## src/bnf_pkg.sv

```systemverilog
// shared types and constants of the batch norm forward core
package bnf_pkg;

    localparam int CH_W  = 11;
    localparam int POS_W = 18;
    localparam int ROW_W = 7;

    localparam logic [1:0] OP_WRITE = 2'd0;
    localparam logic [1:0] OP_READ  = 2'd1;
    localparam logic [1:0] OP_DATA  = 2'd2;
    localparam logic [1:0] OP_FETCH = 2'd3;

    localparam logic [1:0] TB_SCALE = 2'd0;
    localparam logic [1:0] TB_BIAS  = 2'd1;
    localparam logic [1:0] TB_MEAN  = 2'd2;
    localparam logic [1:0] TB_VAR   = 2'd3;

    localparam logic [1:0] ST_OK    = 2'd0;
    localparam logic [1:0] ST_UNSUP = 2'd1;
    localparam logic [1:0] ST_EMPTY = 2'd2;
    localparam logic [1:0] ST_SAT   = 2'd3;

    localparam logic [2:0] CFG_MODE     = 3'd0;
    localparam logic [2:0] CFG_BATCH    = 3'd1;
    localparam logic [2:0] CFG_CHANNELS = 3'd2;
    localparam logic [2:0] CFG_SPATIAL  = 3'd3;
    localparam logic [2:0] CFG_MOMENTUM = 3'd4;

    localparam logic [16:0] ONE_Q16 = 17'h10000;
    localparam logic [31:0] EPS_Q   = 32'd17;

    typedef enum logic [2:0] {
        K_WRITE,
        K_READ,
        K_NORM_RUN,
        K_NORM_BAT,
        K_LOAD,
        K_ERR
    } t_kind;

    typedef struct packed {
        t_kind              kind;
        logic [1:0]         sel;
        logic [9:0]         idx;
        logic [CH_W-1:0]    ch;
        logic [POS_W-1:0]   addr;
        logic signed [31:0] value;
        logic               last;
        logic [1:0]         status;
        logic               finish;
        logic [ROW_W-1:0]   rows;
        logic [CH_W-1:0]    cols;
    } t_cmd;

endpackage

```

## src/bnf_fifo.sv

```systemverilog
// short command queue between front and back
module bnf_fifo import bnf_pkg::*; #(
    parameter int DEPTH = 4
) (
    input  logic i_clk,
    input  logic i_rst_n,
    input  logic i_push,
    input  t_cmd i_cmd,
    output logic o_full,
    input  logic i_pop,
    output logic o_valid,
    output t_cmd o_cmd
);
    localparam int PW = (DEPTH > 1) ? $clog2(DEPTH) : 1;

    t_cmd          r_mem [DEPTH];
    logic [PW-1:0] r_wr;
    logic [PW-1:0] r_rd;
    logic [PW:0]   r_cnt;

    always_ff @(posedge i_clk) begin
        if (i_push) begin
            r_mem[r_wr] <= i_cmd;
        end
    end

    always_ff @(posedge i_clk) begin
        if (!i_rst_n) begin
            r_wr  <= '0;
            r_rd  <= '0;
            r_cnt <= '0;
        end else begin
            if (i_push) begin
                r_wr <= (r_wr == PW'(DEPTH - 1)) ? '0 : r_wr + 1'b1;
            end
            if (i_pop) begin
                r_rd <= (r_rd == PW'(DEPTH - 1)) ? '0 : r_rd + 1'b1;
            end
            if (i_push && !i_pop) begin
                r_cnt <= r_cnt + 1'b1;
            end else if (!i_push && i_pop) begin
                r_cnt <= r_cnt - 1'b1;
            end
        end
    end

    assign o_full  = (r_cnt == (PW+1)'(DEPTH));
    assign o_valid = (r_cnt != '0);
    assign o_cmd   = r_mem[r_rd];
endmodule

```

## config.mk

```make
export PLATFORM = sky130hd
export DESIGN_NAME = bnf_fifo
export DESIGN_NICKNAME = d
export VERILOG_FILES = /design/src/bnf_pkg.sv /design/src/bnf_fifo.sv
export SDC_FILE = /design/constraint.sdc
export NUM_CORES = 1
export LEC_CHECK = 0
export ABC_CLOCK_PERIOD_IN_PS = 4100
export BUFFER_PORTS_ARGS = -buffer_cell sky130_fd_sc_hd__buf_4
export CAP_MARGIN = 20
export CORE_MARGIN = 2
export CORE_UTILIZATION = 35
export CTS_CLUSTER_SIZE = 10
export DETAILED_ROUTE_END_ITERATION = 7
export SLEW_MARGIN = 30
export SYNTH_ARGS = -nofsm -noshare
export SYNTH_HDL_FRONTEND = slang
export SYNTH_SLANG_ARGS = --single-unit
```

## constraint.sdc

```tcl
create_clock -name i_clk -period 4.1 [get_ports i_clk]
set_clock_uncertainty 0.2 [all_clocks]
set_input_delay 0.615 -clock i_clk [delete_from_list [all_inputs] [get_ports i_clk]]
set_output_delay 0.615 -clock i_clk [all_outputs]
set_load 0.02 [all_outputs]
```

### Word-level counts from Yosys, hierarchy flattened

Memories as Yosys holds them, arrays and structs flattened. A register that Yosys moved wholly into a read port is not among the register bits.
Cells that the tools add are included.

| operators by class | value |
|---|---|
| add/subtract/negate cells | 4 |
| equal/unequal tests | 3 |
| multiplexer cells | 8 |
| reduce and logical (&&, ||, !) cells | 6 |

Operators by type and width:

| cell | number |
|---|---|
| $mux W2 | 4 |
| $mux W3 | 2 |
| $add A2 B1 Y2 const B | 2 |
| $eq A2 B2 Y1 const B | 2 |
| $add A3 B1 Y3 const B | 1 |
| $eq A3 B3 Y1 const B | 1 |
| $reduce_bool A3 Y1 | 1 |
| $sub A3 B1 Y3 const B | 1 |
| $logic_and A1 B1 Y1 | 2 |
| $logic_not A1 Y1 | 2 |
| $mux W1 | 2 |
| $reduce_bool A2 Y1 | 1 |

| storage, ports and cells | value |
|---|---|
| register bits after elaboration | 7 |
| bits in writable memories | 392 |
| bits of input ports | 102 |
| output and inout port bits | 100 |
| logic and storage cells | 25 |
| memories kept | 1 |

Memory list:

| memory | depth | width | read ports | clocked after Yosys merged registers in | write ports | line | RTL |
|---|---|---|---|---|---|---|---|
| r_mem | 4 | 98 | 1 | 1 | 1 | bnf_fifo.sv:16 | `t_cmd r_mem [DEPTH];` |

### Logic depth before layout (Yosys ltp)

| logic depth | value |
|---|---|
| depth in word-level cells | 4 |
| gate-level depth with buffers | 7 |
| depth with buffers taken out | 7 |

### Least setup slack after synthesis

OpenSTA, ideal clock, no wires.

| timing | value |
|---|---|
| path type | input -> register |
| start | input i_push |
| end | memory r_mem[0][0] (netlist name), enable pin |
| setup time | 0.468 ns |
| arrival | 2.879 ns |
| data required time | 3.432 ns |
| setup slack | 0.553 ns |
| stages on the path | 1 |
| path buffers | 0 |
| path through | and2_1 |

| on the way | value |
|---|---|
| cells in the longest elaborated chain, start to end | 2 |

RTL lines:

| item | line | RTL |
|---|---|---|
| from (decl) | bnf_fifo.sv:7 | `input logic i_push,` |
| $mux W1 | bnf_fifo.sv:22 | `if (i_push) begin` |
| $mux W1 (implied by the code) | bnf_fifo.sv:23 | `r_mem[r_wr] <= i_cmd;` |
| to (decl) | bnf_fifo.sv:16 |  |

No other way between the ends.

==> metrics.md <==
| Metric | Value |
|---|---|
| Status | complete, no violations |
| Setup repair after global routing missed its margin | no |
| Synthesized net count | 665 |
| Total wire length | 28400 µm |
| Cell area after layout | 0.0181 mm² |
| Most common cell in the synthesized netlist | sky130_fd_sc_hd__edfxtp_1 |
| Top cell types by occurrence after synthesis | sky130_fd_sc_hd__edfxtp_1, sky130_fd_sc_hd__mux4_2, sky130_fd_sc_hd__buf_2 |
| Total clock sinks | 401 |
| Final cell count without fillers | 1344 |
| Post-Synthesis Mean Instance Area | 26.2 µm² |
| Share of flip-flops with an asynchronous set or reset | 0% |
| CP Data Required Time | 3.28 ns |
| Worst reg2reg path startpoint | r_wr[0]$_SDFFE_PN0P_ |
| Average wire length per cell after detail routing | 21.1 µm |
| Time the final worst path needs with I/O delays and setup | 3.18 ns |
| Maximum number of pins on one net before global-route repair | 99 |
| Die Y-Extent | 208 µm |
| Total I/O pin count | 202 |
| Starting utilization of the core area | 35.6% |
| Yosys cell types | 22 |
| Number of rows created at floorplan | 74 |
| Standard cell area after detailed placement | 0.0168 mm² |
| Worst Path Buf+Inv | 2 |
| Final period utilization | 77.6% |
| Synth Instances | 556 |
| Avg Vias per Cell | 4.79 |
| Worst Reg2Reg Path Length in Cells | 4 |
| Cell type of the slowest stage on the worst timing path | sky130_fd_sc_hd__dfxtp_4 |
| Initial antenna violation count | 0 |
| DRC | 0 |
| Sequential area share after synthesis | 82.0% |
| Post-synth EDFFs | 392 |
| Syn. warnings | 0 |
| Source-to-sink clock delay at the later pin of the worst-skew pair | 0.54 ns |
| Gate power share | 10.3% |
| Peak Freq | 314 MHz |
| P&R area growth vs syn | 24.1% |
| Fin Hold WS | 0.0548 ns |
| Number of global-route vias before repair | 7072 |
| Relative slew slack | 54.2% |
| H-tree depth | 2 |
| Top cell type's share of synthesized area | 80.8% |
| R2r endpoint | r_mem[0][43]$_DFFE_PP_ |
| Resize count post-CTS | 0 |
| Post-Syn Area | 0.0146 mm² |
| Total number of vias | 6434 |
| Number of filler instances in the final layout | 3526 |
| Largest area contributor in the synthesized netlist | sky130_fd_sc_hd__edfxtp_1 |
| Element type at the critical path start | flop |
| Global-route wire length before repair | 42900 µm |
| Antenna diode count | 0 |
| Depth of the critical timing path with buffers and inverters included | 3 |
| Class of the worst hold path | in -> reg |
| Cell count after placement | 1279 |
| TritonCTS clock tree | yes |
| Die Outline Area | 0.0433 mm² |
| Count of port buffers added during placement | 201 |
| CP Max Fanout | 30 |
| Largest stage delay on the critical path | 0.71 ns |
| Final Power | 9.29 mW |
| Reg power frac | 51.2% |
| Pins over their slew limit | 0 |
| Max rail drop VDD | 0.253 mV |
| Antenna Nets Post-Route | 0 |
| Primary flip-flop cell chosen by synthesis mapping | sky130_fd_sc_hd__edfxtp_1 |
| CTS Hold Bufs | 0 |
| Total area of sequential cells | 0.0120 mm² |
| Length of the first detailed-routing pass in iterations | 4 |
| Kind of critical path | reg -> out |
| Buffers inserted by post-CTS timing repair | 0 |
| Count of endpoints failing setup in the final report | 0 |
| Multi-input gate area in the final layout | 0.00248 mm² |
| Switching Power | 2.02 mW |
| Clock root buffer | sky130_fd_sc_hd__clkbuf_16 |
| Transition time at the pin with the least slew margin | 0.687 ns |
| Max-cap violations | 0 |
| Clock transition at the registers of the reported paths | 0.05 ns |
| Post-synthesis sequential element count | 401 |
| Number of buffers created by CTS | 46 |
| DP Wirelength | 16400 µm |
| Gr usage total | 13.2% |
| R2R Setup Slk | 1.92 ns |
| Final-report hold violation count | 0 |
| Clock network fraction of design power | 38.5% |
| Pwr Density | 514 mW/mm² |
| Gpl congestion | 0.674 |
| Area of the core region | 0.0409 mm² |
| Buffers from clock root to sink, at most | 3 |
| Internal power component | 7.27 mW |
| Number of violations reported at the end of detailed-routing iteration 0 | 319 |
| Fraction of final layout cells sized beyond drive strength 1 | 45.2% |
| Termination of the worst setup path | o_cmd[60] |
| Cells along the critical path | buf_12 -> mux4_2 -> buf_4 |
| GRT Residual Overflow | 0 |
| Net Sw Frac | 21.7% |
| Die width | 208 µm |
| Cell types occupying the most area after synthesis | sky130_fd_sc_hd__edfxtp_1, sky130_fd_sc_hd__mux4_2, sky130_fd_sc_hd__dfxtp_1 |
| Arrival @ worst endpoint | 2.37 ns |
| Count of nets after finishing | 904 |
| Top delay family on crit path | flip-flops |
| Setup crit end kind | output port |
| Setup TNS Final | 0 ns |
| Static leakage | 6.02 nW |
per-stage QoR:
stage	util [%]	worst slack, ns
after floorplan	-	0.553
after global placement	41.1	1.41
after detailed placement	41.1	1.40
after CTS	44.2	0.791
after global routing	44.2	0.743
final	44.2	0.920
layer usage:
layer,part of all wire (%),track usage (%)
met5,0,0
met4,2.3,4.13
met3,5.4,3.86
met2,50,21.7
met1,43,16.8
flip-flops by register name, summed over array words and instances (netlist names), named ones only:
register	count
r_mem	392
r_cnt	3
r_rd	2
r_wr	2
worst register-to-register path: stages (launching register included):
cell	delay, ns
sky130_fd_sc_hd__dfxtp_1	0.34
sky130_fd_sc_hd__inv_1	0.10
sky130_fd_sc_hd__ha_1	0.15
sky130_fd_sc_hd__and2_4	0.57
sky130_fd_sc_hd__buf_12	0.43
cells by family after synthesis:
| family | synth area share [%] |
|---|---|
| compound gates | 0.137 |
| xor+xnor | 0.120 |
| flops | 82.0 |
| fa+ha+maj | 0.652 |
| simple gates | 0.627 |
| buf+inv | 1.05 |
| mux | 15.4 |
layout by cell type (no fill, tap or decap), drive strengths merged:
master / count
edfxtp: 392
buf: 213
mux4: 98
clkbuf: 62
dfxtp: 9
ha: 6
nor2b: 5
inv: 5
and2: 5
mux2i: 4
or3: 2
nor3b: 1
xnor2: 1
nor2: 1
nor3: 1
o21a: 1
xor2: 1
o21ai: 1
a21boi: 1
fa: 1
clkinv: 1
bufinv: 1
layout make-up:
type,instances,area share [%]
clock buffers,62,6.82
clock inverters,3,0.242
inverters,4,0.0830
multi-input cells,129,13.7
flip-flops and latches,401,66.1
well taps,532,3.68
repair buffers,213,9.33
power groups by stage:
| stage | clock network, mW | logic (mW) | registers (mW) |
|---|---|---|---|
| final | 3.57 | 0.961 | 4.75 |
| after global routing | 3.84 | 1.03 | 4.77 |
| after CTS | 3.70 | 0.991 | 4.76 |
| after detailed placement | 0 | 0.988 | 4.84 |
| after global placement | 0 | 0.979 | 4.83 |
| after floorplan | 0 | 0.548 | 4.83 |
worst min path at each step:
stage / startpoint / to / cells after the start
detailed placement: r_cnt[2]$_SDFFE_PN0P_ / r_cnt[2]$_SDFFE_PN0P_ / 2
global route: i_cmd[94] / r_mem[3][94]$_DFFE_PP_ / 1
finish: i_cmd[69] / r_mem[2][69]$_DFFE_PP_ / 1
global placement: r_cnt[2]$_SDFFE_PN0P_ / r_cnt[2]$_SDFFE_PN0P_ / 2
CTS: i_cmd[95] / r_mem[0][95]$_DFFE_PP_ / 1
floorplan: r_cnt[2]$_SDFFE_PN0P_ / r_cnt[2]$_SDFFE_PN0P_ / 2
Power figures use the tool's default switching activity.
